<file path="src/eadh_pkg.sv">
// Shared types, constants and helpers for the energy accumulator with daily history.
`timescale 1ns / 1ps

package eadh_pkg;

  // Field widths
  localparam int E_W         = 48;   // energy accumulator width
  localparam int WEEK_W      = 51;   // week sum width
  localparam int WEEK_CALC_W = 54;   // headroom for up to 64 summed days
  localparam int TIME_W      = 32;
  localparam int DELTA_W     = 32;
  localparam int TZ_W        = 5;

  localparam logic [E_W-1:0]    MAX48 = {E_W{1'b1}};
  localparam logic [WEEK_W-1:0] MAX51 = {WEEK_W{1'b1}};

  // Time constants; 86400 = 675 * 2^7
  localparam int SEC_PER_DAY   = 86400;
  localparam int SEC_PER_HOUR  = 3600;
  localparam int DAY_LOW_BITS  = 7;
  localparam int DAY_ODD       = 675;
  localparam int DAY_ODD_W     = 10;
  // floor(2^36 / 675): quotient estimate is exact or one low
  localparam int DIV_SHIFT     = 36;
  localparam int RECIP_W       = 27;
  localparam logic [RECIP_W-1:0] RECIP = 27'd101806632;
  localparam int Y_W           = 26;  // (local + day) >> 7
  localparam int Q_W           = 17;  // quotient of Y by 675
  localparam int PROD_W        = Y_W + RECIP_W;
  localparam int LOC_W         = 34;  // signed shifted local time

  // Decoupling queue
  localparam int QUEUE_DEPTH = 4;
  localparam int QPTR_W      = $clog2(QUEUE_DEPTH);
  localparam int QCNT_W      = $clog2(QUEUE_DEPTH + 1);

  // Item class decided by the front end
  typedef enum logic [1:0] {
    KIND_NOP,
    KIND_IN,
    KIND_OUT,
    KIND_TIME
  } kind_t;

  typedef struct packed {
    kind_t               kind;
    logic [DELTA_W-1:0]  mag;
    logic [TIME_W-1:0]   midnight;
  } item_t;

  typedef struct packed {
    logic [E_W-1:0]    day_in;
    logic [E_W-1:0]    day_out;
    logic [E_W-1:0]    lifetime_in;
    logic [E_W-1:0]    lifetime_out;
    logic [WEEK_W-1:0] week_in;
    logic [WEEK_W-1:0] week_out;
    logic [TIME_W-1:0] day_anchor;
    logic              rolled_over;
  } res_t;

  // Saturating add of a 32-bit magnitude to a 48-bit accumulator
  function automatic logic [E_W-1:0] sat_add48(logic [E_W-1:0] acc, logic [DELTA_W-1:0] add);
    logic [E_W:0] s;
    s = {1'b0, acc} + {{(E_W + 1 - DELTA_W){1'b0}}, add};
    return s[E_W] ? MAX48 : s[E_W-1:0];
  endfunction

endpackage

</file>
<file path="src/eadh_intf.sv">
// Channel interfaces: input items, result items and the configuration write.
`timescale 1ns / 1ps

interface eadh_in_if;
  logic                valid;
  logic                ready;
  logic                action;
  logic signed [31:0]  delta_mwh;
  logic        [31:0]  now_seconds;

  modport source (output valid, action, delta_mwh, now_seconds, input ready);
  modport sink   (input valid, action, delta_mwh, now_seconds, output ready);
  modport mon    (input valid, ready, action, delta_mwh, now_seconds);
endinterface

interface eadh_out_if;
  logic         valid;
  logic         ready;
  logic [47:0]  day_in;
  logic [47:0]  day_out;
  logic [47:0]  lifetime_in;
  logic [47:0]  lifetime_out;
  logic [50:0]  week_in;
  logic [50:0]  week_out;
  logic [31:0]  day_anchor;
  logic         rolled_over;

  modport source (output valid, day_in, day_out, lifetime_in, lifetime_out,
                  week_in, week_out, day_anchor, rolled_over, input ready);
  modport sink   (input valid, day_in, day_out, lifetime_in, lifetime_out,
                  week_in, week_out, day_anchor, rolled_over, output ready);
  modport mon    (input valid, ready, day_in, day_out, lifetime_in, lifetime_out,
                  week_in, week_out, day_anchor, rolled_over);
endinterface

interface eadh_cfg_if;
  logic               valid;
  logic               ready;
  logic signed [4:0]  tz_offset_hours;

  modport source (output valid, tz_offset_hours, input ready);
  modport sink   (input valid, tz_offset_hours, output ready);
  modport mon    (input valid, ready, tz_offset_hours);
endinterface

</file>
<file path="src/eadh_front.sv">
// Front end: accepts items, classifies them and computes local midnight in two stages.
`timescale 1ns / 1ps

module eadh_front import eadh_pkg::*; (
  input  logic                      clk,
  input  logic                      rst_n,
  input  logic                      in_valid,
  output logic                      in_ready,
  input  logic                      action,
  input  logic signed [DELTA_W-1:0] delta_mwh,
  input  logic        [TIME_W-1:0]  now_seconds,
  input  logic                      cfg_we,
  input  logic signed [TZ_W-1:0]    cfg_tz,
  input  logic        [QCNT_W-1:0]  q_count,
  output logic                      push,
  output item_t                     push_item
);

  localparam int OCC_W = QCNT_W + 1;
  localparam int R_W   = Y_W + 1;

  logic signed [TZ_W-1:0] tz_r;

  logic                  s1_v_r,    s1_v_nxt;
  kind_t                 s1_kind_r;
  logic [DELTA_W-1:0]    s1_mag_r;
  logic [TIME_W-1:0]     s1_now_r;
  logic [Y_W-1:0]        s1_y_r;
  logic [DAY_LOW_BITS-1:0] s1_lo_r;

  logic                  s2_v_r;
  kind_t                 s2_kind_r;
  logic [DELTA_W-1:0]    s2_mag_r;
  logic [TIME_W-1:0]     s2_now_r;
  logic [Y_W-1:0]        s2_y_r;
  logic [DAY_LOW_BITS-1:0] s2_lo_r;
  logic [Q_W-1:0]        s2_q_r;

  logic [OCC_W-1:0]      occ;
  logic                  accept;
  logic signed [LOC_W-1:0] off_s;
  logic signed [LOC_W-1:0] loc_s;
  kind_t                 kind_c;
  logic [DELTA_W-1:0]    mag_c;
  logic [PROD_W-1:0]     prod;
  logic [R_W-1:0]        qm;
  logic [R_W-1:0]        r0;
  logic [R_W-1:0]        r1;
  logic [DAY_ODD_W+DAY_LOW_BITS-1:0] rem;

  // Hold the time zone; the user must write it only while idle, the block does not enforce it
  always_ff @(posedge clk) begin
    if (!rst_n) begin
      tz_r <= '0;
    end else if (cfg_we) begin
      tz_r <= cfg_tz;
    end
  end

  // Admit an item only if the queue can take everything in flight
  always_comb begin
    occ      = OCC_W'(q_count) + OCC_W'(s1_v_r) + OCC_W'(s2_v_r);
    in_ready = occ < OCC_W'(QUEUE_DEPTH);
    accept   = in_valid && in_ready;
    s1_v_nxt = accept;
  end

  // Classify and shift local time by one day so it is never negative
  always_comb begin
    off_s = LOC_W'(tz_r) * LOC_W'(SEC_PER_HOUR);
    loc_s = $signed({{(LOC_W - TIME_W){1'b0}}, now_seconds}) + off_s + LOC_W'(SEC_PER_DAY);
    mag_c = delta_mwh[DELTA_W-1] ? (DELTA_W'(0) - delta_mwh) : delta_mwh;
    if (!action) begin
      if (delta_mwh == '0) begin
        kind_c = KIND_NOP;
      end else if (delta_mwh[DELTA_W-1]) begin
        kind_c = KIND_OUT;
      end else begin
        kind_c = KIND_IN;
      end
    end else begin
      kind_c = (now_seconds == '0) ? KIND_NOP : KIND_TIME;
    end
  end

  // Stage 1 registers
  always_ff @(posedge clk) begin
    if (!rst_n) begin
      s1_v_r <= 1'b0;
    end else begin
      s1_v_r <= s1_v_nxt;
    end
    if (accept) begin
      s1_kind_r <= kind_c;
      s1_mag_r  <= mag_c;
      s1_now_r  <= now_seconds;
      s1_y_r    <= loc_s[DAY_LOW_BITS+Y_W-1:DAY_LOW_BITS];
      s1_lo_r   <= loc_s[DAY_LOW_BITS-1:0];
    end
  end

  // Estimate quotient by 675 with a reciprocal multiply
  assign prod = PROD_W'(s1_y_r) * PROD_W'(RECIP);

  // Stage 2 registers
  always_ff @(posedge clk) begin
    if (!rst_n) begin
      s2_v_r <= 1'b0;
    end else begin
      s2_v_r <= s1_v_r;
    end
    if (s1_v_r) begin
      s2_kind_r <= s1_kind_r;
      s2_mag_r  <= s1_mag_r;
      s2_now_r  <= s1_now_r;
      s2_y_r    <= s1_y_r;
      s2_lo_r   <= s1_lo_r;
      s2_q_r    <= prod[DIV_SHIFT+Q_W-1:DIV_SHIFT];
    end
  end

  // Correct remainder, then subtract seconds since local midnight
  always_comb begin
    qm   = R_W'(s2_q_r) * R_W'(DAY_ODD);
    r0   = R_W'(s2_y_r) - qm;
    r1   = (r0 >= R_W'(DAY_ODD)) ? (r0 - R_W'(DAY_ODD)) : r0;
    rem  = {r1[DAY_ODD_W-1:0], s2_lo_r};
    push = s2_v_r;
    push_item.kind     = s2_kind_r;
    push_item.mag      = s2_mag_r;
    push_item.midnight = s2_now_r - TIME_W'(rem);
  end

endmodule

</file>
<file path="src/eadh_queue.sv">
// Short queue of classified items between the front and back ends.
`timescale 1ns / 1ps

module eadh_queue import eadh_pkg::*; (
  input  logic              clk,
  input  logic              rst_n,
  input  logic              push,
  input  item_t             push_item,
  input  logic              pop,
  output logic              head_valid,
  output item_t             head_item,
  output logic [QCNT_W-1:0] count
);

  item_t               slot_r [QUEUE_DEPTH];
  logic [QPTR_W-1:0]   wr_ptr_r, wr_ptr_nxt;
  logic [QPTR_W-1:0]   rd_ptr_r, rd_ptr_nxt;
  logic [QCNT_W-1:0]   cnt_r,    cnt_nxt;

  // Advance pointers with wrap; the front never pushes into a full queue
  always_comb begin
    wr_ptr_nxt = wr_ptr_r;
    rd_ptr_nxt = rd_ptr_r;
    cnt_nxt    = cnt_r;
    if (push) begin
      wr_ptr_nxt = (wr_ptr_r == QPTR_W'(QUEUE_DEPTH - 1)) ? '0 : wr_ptr_r + 1'b1;
    end
    if (pop) begin
      rd_ptr_nxt = (rd_ptr_r == QPTR_W'(QUEUE_DEPTH - 1)) ? '0 : rd_ptr_r + 1'b1;
    end
    if (push && !pop) begin
      cnt_nxt = cnt_r + 1'b1;
    end else if (pop && !push) begin
      cnt_nxt = cnt_r - 1'b1;
    end
  end

  always_ff @(posedge clk) begin
    if (!rst_n) begin
      wr_ptr_r <= '0;
      rd_ptr_r <= '0;
      cnt_r    <= '0;
    end else begin
      wr_ptr_r <= wr_ptr_nxt;
      rd_ptr_r <= rd_ptr_nxt;
      cnt_r    <= cnt_nxt;
    end
  end

  // Store entries
  always_ff @(posedge clk) begin
    if (push) begin
      slot_r[wr_ptr_r] <= push_item;
    end
  end

  assign head_valid = (cnt_r != '0);
  assign head_item  = slot_r[rd_ptr_r];
  assign count      = cnt_r;

endmodule

</file>
<file path="src/eadh_back.sv">
// Back end: applies items to the accumulators and history, forms and holds results.
`timescale 1ns / 1ps

module eadh_back import eadh_pkg::*; #(
  parameter int HISTORY_DAYS = 7
) (
  input  logic  clk,
  input  logic  rst_n,
  input  logic  q_valid,
  input  item_t q_item,
  output logic  q_pop,
  output logic  out_valid,
  input  logic  out_ready,
  output res_t  out_res
);

  localparam int HSW = E_W + $clog2(HISTORY_DAYS + 1);

  logic [E_W-1:0]    day_in_r,    day_in_nxt;
  logic [E_W-1:0]    day_out_r,   day_out_nxt;
  logic [E_W-1:0]    life_in_r,   life_in_nxt;
  logic [E_W-1:0]    life_out_r,  life_out_nxt;
  logic [E_W-1:0]    hist_in_r   [HISTORY_DAYS];
  logic [E_W-1:0]    hist_in_nxt [HISTORY_DAYS];
  logic [E_W-1:0]    hist_out_r  [HISTORY_DAYS];
  logic [E_W-1:0]    hist_out_nxt[HISTORY_DAYS];
  logic [HSW-1:0]    hsum_in_r,   hsum_in_nxt;
  logic [HSW-1:0]    hsum_out_r,  hsum_out_nxt;
  logic [TIME_W-1:0] anchor_r,    anchor_nxt;
  logic              pend_r,      pend_nxt;
  logic              roll_r,      roll_nxt;
  logic              out_valid_r, out_valid_nxt;
  res_t              res_r,       res_nxt;

  logic                   form;
  logic                   roll_c;
  logic [WEEK_CALC_W-1:0] wk_in;
  logic [WEEK_CALC_W-1:0] wk_out;

  // Apply one item per cycle while the result register can drain
  always_comb begin
    form  = pend_r && (!out_valid_r || out_ready);
    q_pop = q_valid && (!pend_r || form);

    day_in_nxt    = day_in_r;
    day_out_nxt   = day_out_r;
    life_in_nxt   = life_in_r;
    life_out_nxt  = life_out_r;
    hist_in_nxt   = hist_in_r;
    hist_out_nxt  = hist_out_r;
    hsum_in_nxt   = hsum_in_r;
    hsum_out_nxt  = hsum_out_r;
    anchor_nxt    = anchor_r;
    roll_c        = 1'b0;

    if (q_pop) begin
      case (q_item.kind)
        KIND_IN: begin
          day_in_nxt  = sat_add48(day_in_r, q_item.mag);
          life_in_nxt = sat_add48(life_in_r, q_item.mag);
        end
        KIND_OUT: begin
          day_out_nxt  = sat_add48(day_out_r, q_item.mag);
          life_out_nxt = sat_add48(life_out_r, q_item.mag);
        end
        KIND_TIME: begin
          if (anchor_r == '0) begin
            anchor_nxt = q_item.midnight;
          end else if (q_item.midnight > anchor_r) begin
            // Roll the day: shift history, push today, clear today
            for (int i = 1; i < HISTORY_DAYS; i++) begin
              hist_in_nxt[i]  = hist_in_r[i-1];
              hist_out_nxt[i] = hist_out_r[i-1];
            end
            hist_in_nxt[0]  = day_in_r;
            hist_out_nxt[0] = day_out_r;
            hsum_in_nxt  = hsum_in_r - HSW'(hist_in_r[HISTORY_DAYS-1]) + HSW'(day_in_r);
            hsum_out_nxt = hsum_out_r - HSW'(hist_out_r[HISTORY_DAYS-1]) + HSW'(day_out_r);
            day_in_nxt    = '0;
            day_out_nxt   = '0;
            anchor_nxt    = q_item.midnight;
            roll_c        = 1'b1;
          end
        end
        default: begin
        end
      endcase
    end

    pend_nxt = q_pop ? 1'b1 : (form ? 1'b0 : pend_r);
    roll_nxt = q_pop ? roll_c : roll_r;
  end

  // Form the result from the state left by the pending item
  always_comb begin
    wk_in  = {{(WEEK_CALC_W - E_W){1'b0}}, day_in_r}
           + {{(WEEK_CALC_W - HSW){1'b0}}, hsum_in_r};
    wk_out = {{(WEEK_CALC_W - E_W){1'b0}}, day_out_r}
           + {{(WEEK_CALC_W - HSW){1'b0}}, hsum_out_r};

    res_nxt = res_r;
    if (form) begin
      res_nxt.day_in       = day_in_r;
      res_nxt.day_out      = day_out_r;
      res_nxt.lifetime_in  = life_in_r;
      res_nxt.lifetime_out = life_out_r;
      res_nxt.week_in  = (|wk_in[WEEK_CALC_W-1:WEEK_W])  ? MAX51 : wk_in[WEEK_W-1:0];
      res_nxt.week_out = (|wk_out[WEEK_CALC_W-1:WEEK_W]) ? MAX51 : wk_out[WEEK_W-1:0];
      res_nxt.day_anchor   = anchor_r;
      res_nxt.rolled_over  = roll_r;
    end
    out_valid_nxt = form ? 1'b1 : (out_ready ? 1'b0 : out_valid_r);
  end

  // State and control registers
  always_ff @(posedge clk) begin
    if (!rst_n) begin
      day_in_r    <= '0;
      day_out_r   <= '0;
      life_in_r   <= '0;
      life_out_r  <= '0;
      for (int i = 0; i < HISTORY_DAYS; i++) begin
        hist_in_r[i]  <= '0;
        hist_out_r[i] <= '0;
      end
      hsum_in_r   <= '0;
      hsum_out_r  <= '0;
      anchor_r    <= '0;
      pend_r      <= 1'b0;
      roll_r      <= 1'b0;
      out_valid_r <= 1'b0;
    end else begin
      day_in_r    <= day_in_nxt;
      day_out_r   <= day_out_nxt;
      life_in_r   <= life_in_nxt;
      life_out_r  <= life_out_nxt;
      hist_in_r   <= hist_in_nxt;
      hist_out_r  <= hist_out_nxt;
      hsum_in_r   <= hsum_in_nxt;
      hsum_out_r  <= hsum_out_nxt;
      anchor_r    <= anchor_nxt;
      pend_r      <= pend_nxt;
      roll_r      <= roll_nxt;
      out_valid_r <= out_valid_nxt;
    end
  end

  // Result payload
  always_ff @(posedge clk) begin
    res_r <= res_nxt;
  end

  assign out_valid = out_valid_r;
  assign out_res   = res_r;

endmodule

</file>
<file path="src/energy_accumulator_daily_history.sv">
// Top level of the bidirectional energy meter with a rolling daily history.
//
// Channels: in_ch carries energy items (action 0, signed delta in mWh) and
// time items (action 1, unix seconds); out_ch returns exactly one result per
// item, in order; cfg_ch writes the signed time zone offset in hours and is
// always ready. A transfer happens on a rising edge with valid and ready high.
// An accepted item passes the midnight stages, the queue, the back-end state
// and result registers. Throughput: one item per cycle sustained while out_ch
// is not stalled; the front end spends two stages on the local midnight
// (reciprocal multiply, then remainder correction), the back end applies one
// item to the accumulators per cycle, and a four-entry queue sits between them.
// in_ch.ready drops once the queue plus the items in the midnight stages fill
// the queue; while out_ch stalls, the back end holds its pending result and
// stops draining the queue, so the front end then fills and stops.
// Reset (rst_n low, synchronous) clears all accumulators, the history, the
// day anchor, the time zone offset and every valid flag.
`timescale 1ns / 1ps

module energy_accumulator_daily_history import eadh_pkg::*; #(
  parameter int HISTORY_DAYS = 7
) (
  input logic        clk,
  input logic        rst_n,
  eadh_in_if.sink    in_ch,
  eadh_out_if.source out_ch,
  eadh_cfg_if.sink   cfg_ch
);

  logic              push;
  item_t             push_item;
  logic              q_valid;
  item_t             q_item;
  logic              q_pop;
  logic [QCNT_W-1:0] q_count;
  logic              cfg_we;
  res_t              res;

  // Configuration is accepted every cycle
  assign cfg_ch.ready = 1'b1;
  assign cfg_we       = cfg_ch.valid;

  eadh_front u_front (
    .clk         (clk),
    .rst_n       (rst_n),
    .in_valid    (in_ch.valid),
    .in_ready    (in_ch.ready),
    .action      (in_ch.action),
    .delta_mwh   (in_ch.delta_mwh),
    .now_seconds (in_ch.now_seconds),
    .cfg_we      (cfg_we),
    .cfg_tz      (cfg_ch.tz_offset_hours),
    .q_count     (q_count),
    .push        (push),
    .push_item   (push_item)
  );

  eadh_queue u_queue (
    .clk        (clk),
    .rst_n      (rst_n),
    .push       (push),
    .push_item  (push_item),
    .pop        (q_pop),
    .head_valid (q_valid),
    .head_item  (q_item),
    .count      (q_count)
  );

  eadh_back #(
    .HISTORY_DAYS (HISTORY_DAYS)
  ) u_back (
    .clk       (clk),
    .rst_n     (rst_n),
    .q_valid   (q_valid),
    .q_item    (q_item),
    .q_pop     (q_pop),
    .out_valid (out_ch.valid),
    .out_ready (out_ch.ready),
    .out_res   (res)
  );

  // Drive result payload
  assign out_ch.day_in       = res.day_in;
  assign out_ch.day_out      = res.day_out;
  assign out_ch.lifetime_in  = res.lifetime_in;
  assign out_ch.lifetime_out = res.lifetime_out;
  assign out_ch.week_in      = res.week_in;
  assign out_ch.week_out     = res.week_out;
  assign out_ch.day_anchor   = res.day_anchor;
  assign out_ch.rolled_over  = res.rolled_over;

endmodule

</file>
<file path="src/flat_wrapper.sv">
// flat-port wrapper written by rule: the top's interface ports become plain ports
module energy_accumulator_daily_history_flat import eadh_pkg::*;
#(
  parameter int HISTORY_DAYS = 7
)
  (clk, rst_n, in_ch_valid, in_ch_action, in_ch_delta_mwh, in_ch_now_seconds, in_ch_ready, out_ch_valid, out_ch_day_in, out_ch_day_out, out_ch_lifetime_in, out_ch_lifetime_out, out_ch_week_in, out_ch_week_out, out_ch_day_anchor, out_ch_rolled_over, out_ch_ready, cfg_ch_valid, cfg_ch_tz_offset_hours, cfg_ch_ready);
  eadh_in_if in_ch_i ();
  eadh_out_if out_ch_i ();
  eadh_cfg_if cfg_ch_i ();
  input logic clk;
  input logic rst_n;
  input wire logic [$bits(in_ch_i.valid)-1:0] in_ch_valid;
  input wire logic [$bits(in_ch_i.action)-1:0] in_ch_action;
  input wire logic [$bits(in_ch_i.delta_mwh)-1:0] in_ch_delta_mwh;
  input wire logic [$bits(in_ch_i.now_seconds)-1:0] in_ch_now_seconds;
  output wire logic [$bits(in_ch_i.ready)-1:0] in_ch_ready;
  output wire logic [$bits(out_ch_i.valid)-1:0] out_ch_valid;
  output wire logic [$bits(out_ch_i.day_in)-1:0] out_ch_day_in;
  output wire logic [$bits(out_ch_i.day_out)-1:0] out_ch_day_out;
  output wire logic [$bits(out_ch_i.lifetime_in)-1:0] out_ch_lifetime_in;
  output wire logic [$bits(out_ch_i.lifetime_out)-1:0] out_ch_lifetime_out;
  output wire logic [$bits(out_ch_i.week_in)-1:0] out_ch_week_in;
  output wire logic [$bits(out_ch_i.week_out)-1:0] out_ch_week_out;
  output wire logic [$bits(out_ch_i.day_anchor)-1:0] out_ch_day_anchor;
  output wire logic [$bits(out_ch_i.rolled_over)-1:0] out_ch_rolled_over;
  input wire logic [$bits(out_ch_i.ready)-1:0] out_ch_ready;
  input wire logic [$bits(cfg_ch_i.valid)-1:0] cfg_ch_valid;
  input wire logic [$bits(cfg_ch_i.tz_offset_hours)-1:0] cfg_ch_tz_offset_hours;
  output wire logic [$bits(cfg_ch_i.ready)-1:0] cfg_ch_ready;
  assign in_ch_i.valid = in_ch_valid;
  assign in_ch_i.action = in_ch_action;
  assign in_ch_i.delta_mwh = in_ch_delta_mwh;
  assign in_ch_i.now_seconds = in_ch_now_seconds;
  assign in_ch_ready = in_ch_i.ready;
  assign out_ch_valid = out_ch_i.valid;
  assign out_ch_day_in = out_ch_i.day_in;
  assign out_ch_day_out = out_ch_i.day_out;
  assign out_ch_lifetime_in = out_ch_i.lifetime_in;
  assign out_ch_lifetime_out = out_ch_i.lifetime_out;
  assign out_ch_week_in = out_ch_i.week_in;
  assign out_ch_week_out = out_ch_i.week_out;
  assign out_ch_day_anchor = out_ch_i.day_anchor;
  assign out_ch_rolled_over = out_ch_i.rolled_over;
  assign out_ch_i.ready = out_ch_ready;
  assign cfg_ch_i.valid = cfg_ch_valid;
  assign cfg_ch_i.tz_offset_hours = cfg_ch_tz_offset_hours;
  assign cfg_ch_ready = cfg_ch_i.ready;
  energy_accumulator_daily_history #(.HISTORY_DAYS(HISTORY_DAYS)) u_core (.clk(clk), .rst_n(rst_n), .in_ch(in_ch_i), .out_ch(out_ch_i), .cfg_ch(cfg_ch_i));
endmodule
</file>
<file path="config.mk">
export PLATFORM = sky130hd
export DESIGN_NAME = energy_accumulator_daily_history_flat
export DESIGN_NICKNAME = d
export VERILOG_FILES = /design/src/eadh_pkg.sv /design/src/eadh_intf.sv /design/src/eadh_front.sv /design/src/eadh_queue.sv /design/src/eadh_back.sv /design/src/energy_accumulator_daily_history.sv /design/src/flat_wrapper.sv
export SDC_FILE = /design/constraint.sdc
export NUM_CORES = 2
export LEC_CHECK = 0
export ABC_AREA = 1
export BUFFER_PORTS_ARGS = -buffer_cell sky130_fd_sc_hd__buf_2
export CORE_ASPECT_RATIO = 1.4
export CORE_MARGIN = 1
export CORE_UTILIZATION = 45
export CTS_CLUSTER_SIZE = 16
export DETAILED_ROUTE_END_ITERATION = 6
export SLEW_MARGIN = 20
export SYNTH_ARGS = -nofsm -noshare
export SYNTH_HDL_FRONTEND = slang
export SYNTH_SLANG_ARGS = --single-unit
</file>
<file path="constraint.sdc">
create_clock -name clk -period 20.3 [get_ports clk]
set_input_delay 4.06 -clock clk [delete_from_list [all_inputs] [get_ports clk]]
set_output_delay 4.06 -clock clk [all_outputs]
set_load 0.05 [all_outputs]
</file>
After elaboration in Yosys (flattened, before gate mapping)
Memories as Yosys holds them, arrays and structs flattened. A register that Yosys moved wholly into a read port is not among the register bits.
Cells that the tools add are included.
- register bits: 1557
- latch bits: 0
- bits in writable memories: 264
- memory bits (read-only): 0
- bits of input ports: 75
- memories: 1
- add/sub/neg operators: 22
- multiply operators: 3
- divide/modulo/power cells: 0
- order comparisons: 3
- equality and inequality tests: 7
- shifts and indexed selects: 0
- mux-type cells: 31
- bitwise gates (word level): 1
- reduce and logical (&&, ||, !) cells: 29
- memory list (name ; depth ; bits a word ; read ports ; clocked after memory_dff ; wr ports ; line ; source):
    u_core.u_queue.slot_r ; 4 ; 66 ; 1 ; 1 ; 1 ; eadh_queue.sv:15 ; item_t slot_r [QUEUE_DEPTH];
- operators by type and width (operator ; count):
    48-bit 2-to-1 mux ; 6
    48-bit by 32-bit adder with 49-bit output ; 4
    48-bit case mux with 2 select lines ; 2
    48-bit by 51-bit adder with 52-bit output ; 2
    51-bit by 48-bit adder with 51-bit output ; 2
    51-bit by 48-bit subtractor with 51-bit output ; 2
    32-bit logical NOT ; 3
    32-bit 2-to-1 mux ; 2
    26-bit by 24-bit multiplier with 50-bit output, second input constant ; 1
    33-bit by 18-bit adder with 33-bit output ; 1
    33-bit by 18-bit adder with 33-bit output, second input constant ; 1
    32-bit greater-than comparator ; 1
    1-bit by 32-bit subtractor with 32-bit output, first input constant ; 1
    32-bit by 17-bit subtractor with 32-bit output ; 1
    31-bit 2-to-1 mux ; 1
    27-bit by 10-bit greater-or-equal comparator with 1-bit output, second input constant ; 1
    17-bit by 10-bit multiplier with 27-bit output, second input constant ; 1
    26-bit by 27-bit subtractor with 27-bit output ; 1
    2-bit 2-to-1 mux ; 8
    5-bit by 9-bit multiplier with 14-bit output, second input constant ; 1
    4-bit AND reduction ; 3
    2-bit nonzero test ; 6
    10-bit 2-to-1 mux ; 1
    10-bit subtractor, second input constant ; 1
    19 further kinds ; 43

Longest topological paths before layout
- depth after elaboration: 8
- mapped depth: 41

Hierarchy
Synthesis repeated with hierarchy kept, for this count alone.
- cell total of the unflattened synthesis: 14420
- area, all modules: 112370.3 um^2
- modules (own cells, without submodules) (module ; instances ; cells each ; area an instance (um^2) ; seq. area each (um^2)):
    eadh_back ; 1 ; 11064 ; 76692.3 ; 29858.6
    eadh_front ; 1 ; 2657 ; 24830.1 ; 6115.9
    eadh_queue ; 1 ; 697 ; 10836.6 ; 8107.8
    energy_accumulator_daily_history ; 1 ; 2 ; 11.3 ; 0.0

Least setup slack after synthesis
OpenSTA, ideal clock, no wires.
- path kind: input port to flip-flop
- start: in out_ch_ready
- end: reg u_core.u_back.res_r, in the netlist u_core.u_back.out_res[0] (enable)
- arrival time: 19.544 ns
- required time: 19.186 ns
- setup slack: -0.358 ns
- cell stages on the path: 2
- cells stage by stage: inv_1 > a21oi_1
- longest elaborated chain between the ends: 2
- RTL lines (element ; line ; source):
    start, declared ; flat_wrapper.sv:26 ; input wire logic [$bits(out_ch_i.ready)-1:0] out_ch_ready;
    1-bit logical OR ; eadh_back.sv:42 ; form = pend_r && (!out_valid_r || out_ready);
    1-bit logical AND ; eadh_back.sv:42 ;
    via u_core.u_back.form ; eadh_back.sv:35 ; logic form;
    end signal, assigned ; eadh_back.sv:150 ; res_r <= res_nxt;
    end, declared ; eadh_back.sv:33 ; res_t res_r, res_nxt;
The timed path passes the listed nets, and every way through them passes these cells.
A chain may end at the register's enable or synchronous reset.

==> summary.txt <==
Run status
  • Outcome: finished, violations left
  • Failing checks: DRC

CTS
  • Clock Tree Buf Depth: 4
  • CTS tree: done
  • CTS Buf Count: 182
  • Root Driver: clkbuf_16
  • Post-CTS Setup Inserts: 0
  • Clk sinks: 1783
  • Hold_buf cts: 0
  • Worst skew pair latency: 0.86 ns
  • CTS H-tree depth: 4
  • Post-cts repair resize count: 0
  • Worst-path clk slew: 0.06 ns

Worst setup path
  • Worst setup SP type: register
  • Worst Reg2Reg Path Length in Cells: 32
  • CP max-delay cell: edfxtp_1
  • CP arrival: 9.07 ns
  • Worst Setup EP: u_core.u_queue.slot_r[2][31]
  • CP most frequent cell: nand2_1
  • Max incr delay on CP: 0.54 ns
  • R2R Path Start: u_core.u_front.s2_q_r[9]
  • Reg2Reg Setup Slack: 11.85 ns
  • Crit Path Class: register to register
  • Setup crit start: u_core.u_front.s2_q_r[9]
  • R2R Path End: u_core.u_queue.slot_r[2][31]
  • Crit Path Max Fanout: 11
  • Critical Path Sink Type: register
  • Required time of the critical path: 20.92 ns

Timing
  • RSZ-0062 raised after global routing: false
  • Slew Limit Fails: 0
  • Slew @ Worst Pin: 1.15 ns
  • Fmax achieved: 118 MHz
  • Tmin final: 8.45 ns
  • Final hold violation count: 0
  • Period utilization: 0.416
  • # setup viols final: 0
  • Max Clock Skew: 0.0516 ns
  • WHS: 0.408 ns
  • Slew headroom: 0.225
  • TNS Setup: 0 ns

Global route
  • Met3 usage: 0.0353
  • Total grt overflow: 0
  • GRT Total Usage: 0.285
  • Number of global-route vias before repair: 86250
  • Antenna violations before repair: 5
  • Largest net degree at the start of global routing: 232
  • M1 GR Usage: 0.358
  • GRT met2 Usage: 0.484
  • Gr busiest metal: met2
  • First-pass GRT wire length: 519000 um

Cells and area
  • Number of fillers in the final layout: 22674
  • Area grow syn2layout: 10.0%
  • Commonest non-fill, non-tap cell in the layout: nand2_1
  • Most frequent cells in the layout: nand2_1 (2982), inv_1 (1682), a21oi_1 (1506), nor2_1 (1065), dfxtp_1 (1010)
  • Finished Core Util: 0.498
  • Share of cells above drive strength 1: 0.0624
  • NumNets Final: 14483

Die
  • Die width: 412 um
  • Starting Density: 0.453
  • Top Ports: 405
  • Row count: 210
  • Core footprint: 234000 um2
  • Chip Height: 576 um
  • Die Area: 238000 um2

Logic synthesis
  • YS warnings: 0
  • Share of synthesized area spent on multiplexers: 0
  • Main combinational cell family by area after synthesis: simple AND/OR/NAND/NOR gates
  • Seq/Total Area, Yosys: 0.409
  • Mapped Area: 106000 um2
  • XOR/XNOR Fraction of Synth Area: 0.0293
  • Simple-gate share of the synthesized area: 0.182
  • Avg Cell Area, Syn: 8.20 um2
  • Post-synthesis register bit count: 1783
  • Compound-Gate Fraction of Synth Area: 0.137
  • EDFF count, synth: 770
  • Netlist cell types: 59
  • Mapped Cells: 12933
  • FFs w/ async S/R, synth: 0
  • Synth Area in Adders: 0.163
  • Ys flop type: dfxtp_1

Worst hold path
  • Worst Hold Class: register to register

Place
  • Placer Congestion: 1.01
  • # port buffers: 399
  • Post-detail-place hpwl: 268000 um

Job
  • Max cap viols: 0

Drt
  • DRC errors left: 6
  • Vias/cell: 5.43
  • Initial DRC count: 7221
  • Antenna Nets Post-Route: 0
  • Final WL: 346000 um
  • DR WL/cell: 21.0 um
  • Drt first pass iters: 7
  • Via count: 89324
==> worst max-delay path, delay by kind of cell (launching register included) <==
family | cells | cell delay (ns)
xor+xnor | 1 | 0.31
simple gates | 18 | 3.60
flops | 1 | 0.54
fa+ha+maj | 7 | 3.03
buf+inv | 3 | 0.17
compound gates | 3 | 0.57
==> flip-flops by register name, indices dropped and copies added, names as in the netlist, 51 cells and up, named ones only <==
name and flops:
u_core.u_queue.slot_r 248, u_core.u_back.hsum_in_r 51, u_core.u_back.out_res 323, u_core.u_back.hsum_out_r 51, u_core.u_back.hist_out_r 336, u_core.u_back.hist_in_r 336
==> layer usage <==
metal  part of all wire  up-vias
met1               0.42    42879
met2               0.48     2520
met3              0.052      619
li1                   -    43302
met5            0.00069        -
met4              0.052        4
==> synth_stat cells, types with 105 or more instances <==
cell / number / area share
o21ai_0: 776 / 0.037
fa_1: 330 / 0.062
edfxtp_1: 770 / 0.22
xnor2_1: 147 / 0.012
clkbuf_1: 235 / 0.0083
nor2_1: 1065 / 0.038
nand2_1: 2982 / 0.11
nand3_1: 412 / 0.019
a31oi_1: 105 / 0.0062
nor3_1: 125 / 0.0059
xor2_1: 208 / 0.017
dfxtp_1: 1013 / 0.19
a21oi_1: 1509 / 0.071
inv_1: 1687 / 0.060
ha_1: 853 / 0.10
==> through the flow <==
step	setup WS [ns]	area [um2]	instances
final	11.85	117000	16447
after global routing	11.18	117000	16445
after CTS	11.90	117000	16440
after detailed placement	11.49	111000	16114
after global placement	11.53	111000	16114
after floorplan	6.31	106000	12936
==> area by class of cell <==
type,count,area (um2),area share
Clock inverter,81,876,0.00751
Multi-Input combinational cell,9065,54300,0.465
Clock buffer,245,5080,0.0435
Antenna cell,6,15.0,0.000129
Timing Repair Buffer,497,2770,0.0238
Sequential cell,1783,43400,0.372
Inverter,1696,6390,0.0548
Tap cell,3074,3850,0.0330
==> worst min-delay path by stage <==
stage | start | depth (start not counted) | slack [ns] | endpoint
CTS | u_core.u_front.s1_now_r[28] | 0 | 0.41 | u_core.u_front.s2_now_r[28]
global placement | u_core.u_front.s1_now_r[4] | 0 | 0.40 | u_core.u_front.s2_now_r[4]
floorplan | u_core.u_front.s1_kind_r[0] | 0 | 0.40 | u_core.u_front.s2_kind_r[0]
global route | u_core.u_front.s1_now_r[24] | 0 | 0.41 | u_core.u_front.s2_now_r[24]
detailed placement | u_core.u_front.s1_mag_r[25] | 0 | 0.40 | u_core.u_front.s2_mag_r[25]
finish | u_core.u_front.s1_now_r[28] | 0 | 0.41 | u_core.u_front.s2_now_r[28]
==> logic make-up (layout without fill, tap and decap cells) <==
logic type                 Yosys count  after routing
and+or+nand+nor                   4808           4808
xor gates and xnor gates           355            355
other                                2             11
DFF                               1783           1783
buffers and inverters             2088           2519
adders and majority gates         1183           1183
AOI/OAI and AO/OA                 2714           2714
Power is left out: the tool's default activity adds up to more than one toggle a clock period on the data nets, which glitch-free logic cannot reach.
